===== config.mk =====
export PLATFORM = sky130hd
export DESIGN_NAME = cart_header_boot_detect
export DESIGN_NICKNAME = d
export VERILOG_FILES = /design/src/rtl/core/chbd_pkg.sv /design/src/rtl/core/cart_header_boot_detect.sv
export SDC_FILE = /design/constraint.sdc
export NUM_CORES = 1
export LEC_CHECK = 0
export BUFFER_PORTS_ARGS = -buffer_cell sky130_fd_sc_hd__buf_4
export CAP_MARGIN = 20
export CORE_ASPECT_RATIO = 1.75
export CORE_MARGIN = 2
export CORE_UTILIZATION = 46
export CTS_CLUSTER_DIAMETER = 120
export DETAILED_ROUTE_END_ITERATION = 10
export GPL_ROUTABILITY_DRIVEN = 0
export SLEW_MARGIN = 20
export SYNTH_ARGS = -nofsm -noshare
export SYNTH_HDL_FRONTEND = slang
export SYNTH_SLANG_ARGS = --single-unit

===== constraint.sdc =====
create_clock -name clock -period 28.5 [get_ports clock]
set_input_delay 5.7 -clock clock [delete_from_list [all_inputs] [get_ports clock]]
set_output_delay 5.7 -clock clock [all_outputs]
set_load 0.03 [all_outputs]

===== src/rtl/core/chbd_pkg.sv =====
// ----------------------------------------------------------------------------
// Cartridge header and boot-chip detect package
// Transfer types, header offsets, boot-chip kind codes and the small lookup
// functions shared by the detector.
// ----------------------------------------------------------------------------
package chbd_pkg;

   // Input transfer: one image byte, with a flag on the last byte.
   typedef struct packed {
      logic [7:0] rom_byte;
      logic       final_byte;
   } req_type;

   // Result transfer: one per image, sent after its last byte.
   typedef struct packed {
      logic        header_ok;
      logic [2:0]  cic_kind;
      logic [7:0]  boot_seed;
      logic [31:0] entry_address;
      logic [1:0]  tv_standard;
      logic [31:0] ipl3_crc;
      logic        ipl3_present;
      logic [31:0] boot_pc;
      logic [31:0] header_clock;
      logic [31:0] checksum_one;
      logic [31:0] checksum_two;
      logic [7:0]  region_code;
   } rsp_type;

   localparam int unsigned OFFSET_WIDTH = 13;

   // Offsets of the last byte of each captured header word, the region byte and the boot-code window bounds.
   localparam logic [OFFSET_WIDTH-1:0] OFS_CLOCK_END   = 13'h007;
   localparam logic [OFFSET_WIDTH-1:0] OFS_PC_END      = 13'h00B;
   localparam logic [OFFSET_WIDTH-1:0] OFS_CHECK1_END  = 13'h013;
   localparam logic [OFFSET_WIDTH-1:0] OFS_CHECK2_END  = 13'h017;
   localparam logic [OFFSET_WIDTH-1:0] OFS_COUNTRY     = 13'h03E;
   localparam logic [OFFSET_WIDTH-1:0] OFS_IPL_START   = 13'h040;
   localparam logic [OFFSET_WIDTH-1:0] OFS_IPL_END     = 13'h1000;

   localparam logic [31:0] CRC_POLY      = 32'hEDB8_8320;
   localparam logic [31:0] CRC_PRESET    = 32'hFFFF_FFFF;
   localparam logic [31:0] DEFAULT_ENTRY = 32'h8000_0400;

   // Known boot-code checksums.
   localparam logic [31:0] CRC_6101   = 32'h6170_A4A1;
   localparam logic [31:0] CRC_6102_A = 32'h90BB_6CB5;
   localparam logic [31:0] CRC_6102_B = 32'h0B05_0EE0;
   localparam logic [31:0] CRC_6103   = 32'h98BC_2C86;
   localparam logic [31:0] CRC_6105   = 32'hACC8_580A;
   localparam logic [31:0] CRC_6106_A = 32'h0E01_8FFF;
   localparam logic [31:0] CRC_6106_B = 32'hA536_C0F0;
   localparam logic [31:0] CRC_5101   = 32'hC2A1_67C6;
   localparam logic [31:0] CRC_X103   = 32'h009E_9EA3;

   // Boot-chip kind codes.
   localparam logic [2:0] KIND_NONE = 3'd0;
   localparam logic [2:0] KIND_6101 = 3'd1;
   localparam logic [2:0] KIND_6102 = 3'd2;
   localparam logic [2:0] KIND_6103 = 3'd3;
   localparam logic [2:0] KIND_6105 = 3'd4;
   localparam logic [2:0] KIND_6106 = 3'd5;
   localparam logic [2:0] KIND_5101 = 3'd6;
   localparam logic [2:0] KIND_X103 = 3'd7;

   // TV standard codes.
   localparam logic [1:0] TV_NTSC = 2'd0;
   localparam logic [1:0] TV_PAL  = 2'd1;
   localparam logic [1:0] TV_MPAL = 2'd2;

   localparam logic [7:0] SEED_6102 = 8'h3F;
   localparam logic [7:0] SEED_6103 = 8'h78;
   localparam logic [7:0] SEED_6105 = 8'h91;
   localparam logic [7:0] SEED_6106 = 8'h85;
   localparam logic [7:0] SEED_5101 = 8'hAC;

   localparam logic [31:0] PC_SHIFT_SMALL = 32'h0010_0000;
   localparam logic [31:0] PC_SHIFT_LARGE = 32'h0020_0000;

   // One byte of a reflected CRC-32, eight bit steps unrolled.
   function automatic logic [31:0] crc_byte(input logic [31:0] crc, input logic [7:0] data);
      logic [31:0] c;
      c = crc ^ {24'd0, data};
      for (int i = 0; i < 8; i++) begin
         c = c[0] ? ((c >> 1) ^ CRC_POLY) : (c >> 1);
      end
      return c;
   endfunction

   function automatic logic [2:0] kind_of_crc(input logic [31:0] crc);
      logic [2:0] k;
      case (crc)
         CRC_6101:               k = KIND_6101;
         CRC_6102_A, CRC_6102_B: k = KIND_6102;
         CRC_6103:               k = KIND_6103;
         CRC_6105:               k = KIND_6105;
         CRC_6106_A, CRC_6106_B: k = KIND_6106;
         CRC_5101:               k = KIND_5101;
         CRC_X103:               k = KIND_X103;
         default:                k = KIND_6102;
      endcase
      return k;
   endfunction

   function automatic logic [7:0] seed_of_kind(input logic [2:0] kind);
      logic [7:0] s;
      case (kind)
         KIND_6103, KIND_X103: s = SEED_6103;
         KIND_6105:            s = SEED_6105;
         KIND_6106:            s = SEED_6106;
         KIND_5101:            s = SEED_5101;
         default:              s = SEED_6102;
      endcase
      return s;
   endfunction

   function automatic logic [31:0] pc_shift_of_kind(input logic [2:0] kind);
      logic [31:0] p;
      case (kind)
         KIND_6103, KIND_5101, KIND_X103: p = PC_SHIFT_SMALL;
         KIND_6106:                       p = PC_SHIFT_LARGE;
         default:                         p = 32'd0;
      endcase
      return p;
   endfunction

   function automatic logic [1:0] tv_of_region(input logic [7:0] region);
      logic [1:0] t;
      case (region) inside
         "P", "D", "F", "I", "S", "H", "X", "Y", "W": t = TV_PAL;
         "B", "N":                                   t = TV_MPAL;
         default:                                    t = TV_NTSC;
      endcase
      return t;
   endfunction

endpackage


===== src/rtl/core/cart_header_boot_detect.sv =====
// ----------------------------------------------------------------------------
// Cartridge header and boot-chip detector
// Streams an image byte by byte, captures header fields, checksums the boot
// code and reports the boot-chip kind once per image.
// ----------------------------------------------------------------------------
// The block takes one image byte per clock cycle with no gaps required on its
// side; the full byte-wide CRC-32 step is unrolled into the input-side state
// update, so a transfer can be accepted every cycle. The result for an image
// is captured in a snapshot register when its last byte is accepted; the
// checksum match and entry-address subtract then sit in front of the result
// register. Input is only held off when both the snapshot and result
// registers are full and the result is not taken.
// After the last byte the state returns to its reset values, so the next
// byte begins a new image at offset zero.
module cart_header_boot_detect (
   input  logic              clock,
   input  logic              reset,
   input  logic              req_valid,
   output logic              req_ready,
   input  chbd_pkg::req_type req_data,
   output logic              rsp_valid,
   input  logic              rsp_ready,
   output chbd_pkg::rsp_type rsp_data
);

   typedef struct packed {
      logic        header_ok;
      logic        full;
      logic [31:0] crc;
      logic [31:0] pc;
      logic [31:0] clock;
      logic [31:0] check_one;
      logic [31:0] check_two;
      logic [7:0]  country;
   } fin_type;

   logic [chbd_pkg::OFFSET_WIDTH-1:0] offset_ff, offset_in;
   logic [31:0] crc_ff, crc_in;
   logic [31:0] word_ff, word_in;
   logic [31:0] clock_ff, clock_in;
   logic [31:0] pc_ff, pc_in;
   logic [31:0] check_one_ff, check_one_in;
   logic [31:0] check_two_ff, check_two_in;
   logic [7:0]  country_ff, country_in;

   fin_type           fin_ff, fin_in;
   logic              fin_valid_ff, fin_valid_in;
   chbd_pkg::rsp_type rsp_ff, rsp_in;
   logic              rsp_valid_ff, rsp_valid_in;

   logic        req_fire;
   logic        rsp_free;
   logic        fin_move;
   logic [31:0] crc_final;
   logic [2:0]  kind;
   logic [31:0] entry_raw;

   assign rsp_free  = !rsp_valid_ff || rsp_ready;
   assign fin_move  = fin_valid_ff && rsp_free;
   assign req_ready = !fin_valid_ff || rsp_free;
   assign req_fire  = req_valid && req_ready;
   assign rsp_valid = rsp_valid_ff;
   assign rsp_data  = rsp_ff;

   // Input side: header capture and CRC, plus the end-of-image snapshot.
   always_comb begin
      offset_in    = offset_ff;
      crc_in       = crc_ff;
      word_in      = word_ff;
      clock_in     = clock_ff;
      pc_in        = pc_ff;
      check_one_in = check_one_ff;
      check_two_in = check_two_ff;
      country_in   = country_ff;
      fin_in       = fin_ff;

      if (req_fire) begin
         // Bytes past the boot-code window only move nothing; the offset saturates.
         if (offset_ff < chbd_pkg::OFS_IPL_END) begin
            word_in = {word_ff[23:0], req_data.rom_byte};
            if (offset_ff == chbd_pkg::OFS_CLOCK_END)  clock_in     = word_in;
            if (offset_ff == chbd_pkg::OFS_PC_END)     pc_in        = word_in;
            if (offset_ff == chbd_pkg::OFS_CHECK1_END) check_one_in = word_in;
            if (offset_ff == chbd_pkg::OFS_CHECK2_END) check_two_in = word_in;
            if (offset_ff == chbd_pkg::OFS_COUNTRY)    country_in   = req_data.rom_byte;
            if (offset_ff >= chbd_pkg::OFS_IPL_START) begin
               crc_in = chbd_pkg::crc_byte(crc_ff, req_data.rom_byte);
            end
            offset_in = offset_ff + 13'd1;
         end

         if (req_data.final_byte) begin
            fin_in.header_ok = (offset_in >= chbd_pkg::OFS_IPL_START);
            fin_in.full      = (offset_in >= chbd_pkg::OFS_IPL_END);
            fin_in.crc       = crc_in;
            fin_in.pc        = pc_in;
            fin_in.clock     = clock_in;
            fin_in.check_one = check_one_in;
            fin_in.check_two = check_two_in;
            fin_in.country   = country_in;

            offset_in    = '0;
            crc_in       = chbd_pkg::CRC_PRESET;
            word_in      = '0;
            clock_in     = '0;
            pc_in        = '0;
            check_one_in = '0;
            check_two_in = '0;
            country_in   = '0;
         end
      end

      if (req_fire && req_data.final_byte) begin
         fin_valid_in = 1'b1;
      end else if (fin_move) begin
         fin_valid_in = 1'b0;
      end else begin
         fin_valid_in = fin_valid_ff;
      end
   end

   // Result side: kind match, seed and entry address from the snapshot.
   always_comb begin
      crc_final = ~fin_ff.crc;
      kind      = fin_ff.full ? chbd_pkg::kind_of_crc(crc_final) : chbd_pkg::KIND_6102;
      entry_raw = fin_ff.pc - chbd_pkg::pc_shift_of_kind(kind);

      rsp_in = '0;
      if (fin_ff.header_ok) begin
         rsp_in.header_ok     = 1'b1;
         rsp_in.cic_kind      = kind;
         rsp_in.boot_seed     = chbd_pkg::seed_of_kind(kind);
         rsp_in.entry_address = (entry_raw == 32'd0) ? chbd_pkg::DEFAULT_ENTRY : entry_raw;
         rsp_in.tv_standard   = chbd_pkg::tv_of_region(fin_ff.country);
         rsp_in.ipl3_crc      = fin_ff.full ? crc_final : 32'd0;
         rsp_in.ipl3_present  = fin_ff.full;
         rsp_in.boot_pc       = fin_ff.pc;
         rsp_in.header_clock  = fin_ff.clock;
         rsp_in.checksum_one  = fin_ff.check_one;
         rsp_in.checksum_two  = fin_ff.check_two;
         rsp_in.region_code   = fin_ff.country;
      end

      if (fin_move) begin
         rsp_valid_in = 1'b1;
      end else if (rsp_ready) begin
         rsp_valid_in = 1'b0;
      end else begin
         rsp_valid_in = rsp_valid_ff;
      end
   end

   always_ff @(posedge clock) begin
      if (reset) begin
         offset_ff    <= '0;
         crc_ff       <= chbd_pkg::CRC_PRESET;
         word_ff      <= '0;
         clock_ff     <= '0;
         pc_ff        <= '0;
         check_one_ff <= '0;
         check_two_ff <= '0;
         country_ff   <= '0;
         fin_valid_ff <= 1'b0;
         rsp_valid_ff <= 1'b0;
      end else begin
         offset_ff    <= offset_in;
         crc_ff       <= crc_in;
         word_ff      <= word_in;
         clock_ff     <= clock_in;
         pc_ff        <= pc_in;
         check_one_ff <= check_one_in;
         check_two_ff <= check_two_in;
         country_ff   <= country_in;
         fin_valid_ff <= fin_valid_in;
         rsp_valid_ff <= rsp_valid_in;
      end
   end

   always_ff @(posedge clock) begin
      fin_ff <= fin_in;
      if (fin_move) begin
         rsp_ff <= rsp_in;
      end
   end

   // The byte counter never runs past the end of the boot-code window.
   assert property (@(posedge clock) disable iff (reset)
      offset_ff <= chbd_pkg::OFS_IPL_END)
      else $error("byte offset ran past its saturation point");

   // The last byte of an image restarts the capture state.
   assert property (@(posedge clock) disable iff (reset)
      req_fire && req_data.final_byte |=>
         offset_ff == '0 && crc_ff == chbd_pkg::CRC_PRESET && pc_ff == '0)
      else $error("state not restarted after the last byte");

   // A short header gives an all-zero result.
   assert property (@(posedge clock) disable iff (reset)
      rsp_valid_ff && !rsp_ff.header_ok |->
         rsp_ff.cic_kind == chbd_pkg::KIND_NONE && rsp_ff.entry_address == 32'd0 &&
         rsp_ff.ipl3_present == 1'b0)
      else $error("short header result carries nonzero fields");

   // Without boot code the kind defaults and the checksum is zero.
   assert property (@(posedge clock) disable iff (reset)
      rsp_valid_ff && rsp_ff.header_ok && !rsp_ff.ipl3_present |->
         rsp_ff.cic_kind == chbd_pkg::KIND_6102 && rsp_ff.ipl3_crc == 32'd0)
      else $error("short image result has wrong kind or checksum");

   // A result is only loaded from a pending snapshot.
   assert property (@(posedge clock) disable iff (reset)
      !fin_valid_ff && !rsp_valid_ff |=> !rsp_valid_ff)
      else $error("result appeared without a snapshot");

endmodule


==> qor.yml <==
syn_area_um2: 23900
global_router_s_overall_resource_usage_pct: 21.2
yosysTopAreaCellShare_pct: 48.3
ctsHtreeMaxLevel: 2
die-area_um2: 53900
final_max_slew_viol_count: 0
number_of_iterations_in_the_first_detailed_routing_pass: 6
worstRegToRegCells: 13
grt_setup_unrepaired: "no"
fin_setup_tns_ns: 0
clk_transition_reported_paths_ns: 0.06
maxCapViolations: 0
yosysWarnings: 0
antennaDiodeCount: 0
max_slew_margin_pct: 27.6
totalWireLength_um: 58000
tightestPinTransition_ns: 1.08
ys_ff_latch: 591
hold_depth: 1
p_switching_mw: 0.405
worstPathMaxFanout: 4
grt_pass1_vias: 14600
peakVddDrop_mv: 0.0477
synthArstFlopShare_pct: 0
standard_cell_rows: 110
max_freq_mhz: 83.9
start_util_pct: 46.6
clock-skew-final_ns: 0.0265
netSwitchingFraction_pct: 22.9
dp.final_hpwl_um: 37600
pin_count_of_the_biggest_net_entering_global_routing: 97
fp.dieW_um: 176
post_cts_setup_inserts: 0
finalWorstPathRequiredPeriod_ns: 11.92
pwr-share-seq_pct: 52.9
cts-buffers-inserted: 53
cts.sinks: 591
cts_hold_buf: 0
synthesis.nets: 1896
postSynthCellCount: 1877
synth.yosys.seq_area_share_pct: 65.6
root_buffer: "clkbuf_16"
dieHeight_um: 306
worstPathRequired_ns: 22.80
timing_worst_setup_path_type: "in2out"
cts_resized: 0
post_detailed_route_wirelength_per_cell_um: 21.1
critPathLaunchType: "primary input"
cts_tree: "built"
syn_avg_cell_area_um2: 12.7
min-delay-path-class: "reg2reg"
powerDensity_nw_per_um2: 63.5
area_growth_syn_to_layout_pct: 16.8
post_synth_edffs: 384
buffer_levels_on_the_longest_clock_path: 3
route.detailed.vias_per_inst: 5.47
grt_first_pass_wirelength_um: 87500
io_pins: 230
place.port_buffers: 229
pwr-share-comb_pct: 6.1
worst_ep_arrival_time_ns: 6.22
core_area_um2: 51300
timing.final.crit_share_pct: 41.8
nets: 2054
yosysUniqueCellTypes: 68
grt_overflow: 0
drt_iter0_markers: 920
internal_pwr_total_mw: 1.37
final_antenna_net_count: 0
dominantRegCellSynth: "edfxtp_1"
clock_latency_ns: 0.60
fraction_of_final_layout_cells_with_drive_strength_greater_than_1_pct: 18.0
synthTopCellsByArea: "edfxtp_1 (48%), dfxtp_1 (17%), mux2_1 (5.9%), and2_1 (4.2%), a22oi_1 (4.1%)"
synth.largest_area_cell: "edfxtp_1"
pwr-share-clk_pct: 41.0
report.final.setup_viol: 0
power.leakage_nw: 10.5
antenna_violations_before_repair: 0
worst_setup_path_end_kind: "output port"
result_of_the_run: "complete, no violations"
hold_viol: 0
route.detailed.drc: 0
utilization_pct: 54.4
via_count: 15100
metal layers:
| layer | vias to the layer above | wire [µm] | global-route usage (%) |
|---|---|---|---|
| met5 | - | 0 | 0 |
| met4 | 0 | 2250 | 8.50 |
| met3 | 132 | 2360 | 2.60 |
| met2 | 428 | 32100 | 40.7 |
| met1 | 7412 | 21200 | 23.2 |
| li1 | 7091 | - | - |
cell usage in the layout, fill, tap and decap left out, drive strengths merged, types with 11 or more instances in the layout:
master,count
edfxtp,384
buf,253
nor2,213
dfxtp,207
and2,162
mux2,136
a22oi,130
nand2,101
clkbuf,66
xnor2,61
o21ai,52
a22o,32
a21oi,26
nand3,25
xor2,25
clkinv,25
nor4,17
inv,15
nor3,15
o211ai,13
nand4b,11
nor4b,11
cell families after synthesis:
group	Yosys count	synth area share, %
compound gates	276	8.06
flops	591	65.6
simple gates	615	13.3
fa+ha+maj	6	0.346
xor+xnor	88	3.53
mux	136	6.41
buf+inv	165	2.71
power groups by stage:
stage | Sequential [mW] | Combinational [mW] | Clock [mW]
after CTS | 0.938 | 0.109 | 0.742
after floorplan | 0.975 | 0.0600 | 0
final | 0.938 | 0.108 | 0.726
after detailed placement | 0.957 | 0.108 | 0
after global routing | 0.939 | 0.115 | 0.769
after global placement | 0.957 | 0.108 | 0
per-stage QoR:
step	hold slack (ns)	setup slack [ns]	area, µm²	total power [mW]	std cells
5_1_grt	0.488	16.54	27900	1.82	2752
6_report	0.474	16.58	27900	1.77	2752
3_5_place_dp	0.457	16.58	26100	1.07	2652
4_1_cts	0.475	16.58	27900	1.79	2752
2_1_floorplan	0.424	6.25	23900	1.03	1877
3_3_place_gp	0.454	16.59	26100	1.06	2652
worst paths after layout:
check / startpoint / to / slack [ns]
setup / recovery: rsp_ready / req_ready / 16.58
hold reg to reg: check_one_ff[2] / check_one_ff[2] / 0.47
hold / removal: check_one_ff[2] / check_one_ff[2] / 0.47
setup reg to reg: fin_ff[157] / rsp_data[181] / 23.98
final cells by class:
type / instances / area (µm²)
Timing Repair Buffer: 253 / 1900
Clock buffer: 66 / 1440
Inverter: 15 / 61.3
Tap cell: 672 / 841
Fill cell: 4260 / 23400
Multi-Input combinational cell: 1121 / 7660
Clock inverter: 34 / 335
Sequential cell: 591 / 15700
sequential cells by signal, indices dropped and copies added, names as in the netlist:
name,flops
fin_valid_ff,1
pc_ff,32
word_ff,24
check_one_ff,32
offset_ff,13
crc_ff,32
country_ff,8
check_two_ff,32
fin_ff,170
rsp_data,214
rsp_valid,1
clock_ff,32
synthesized netlist by cell type, types with 3 or more instances:
cell      number
ha_1           5
nand3b_1       5
and4b_1        5
buf_1         28
nor4_1        15
a22o_1        32
nor2b_1        3
o21a_1         3
nand2b_1       4
clkbuf_1     101
buf_2         19
or4b_1         3
nor2_1       213
o22ai_1        3
mux2_2        10
nor4b_1       10
mux2_1       126
inv_1         13
dfxtp_1      207
or4_1          7
o21ai_0       10
nand2_1      101
a31oi_1        4
nand4_1        9
and4_1         3
and2_1       162
nor3_1        14
a21oi_1       26
nand3_1       25
xnor2_2        4
nor4bb_1       3
a22oi_1      130
o21ai_1       42
o211ai_1      13
a21o_1         3
xnor2_1       57
xor2_1        23
nand4b_1      11
or3_1          6
edfxtp_1     384
critical path: stages:
cell      delay (ns)
buf_4           0.11
nand3b_1        0.20
buf_4           0.20
No activity file was read; power rests on OpenSTA's default activity.
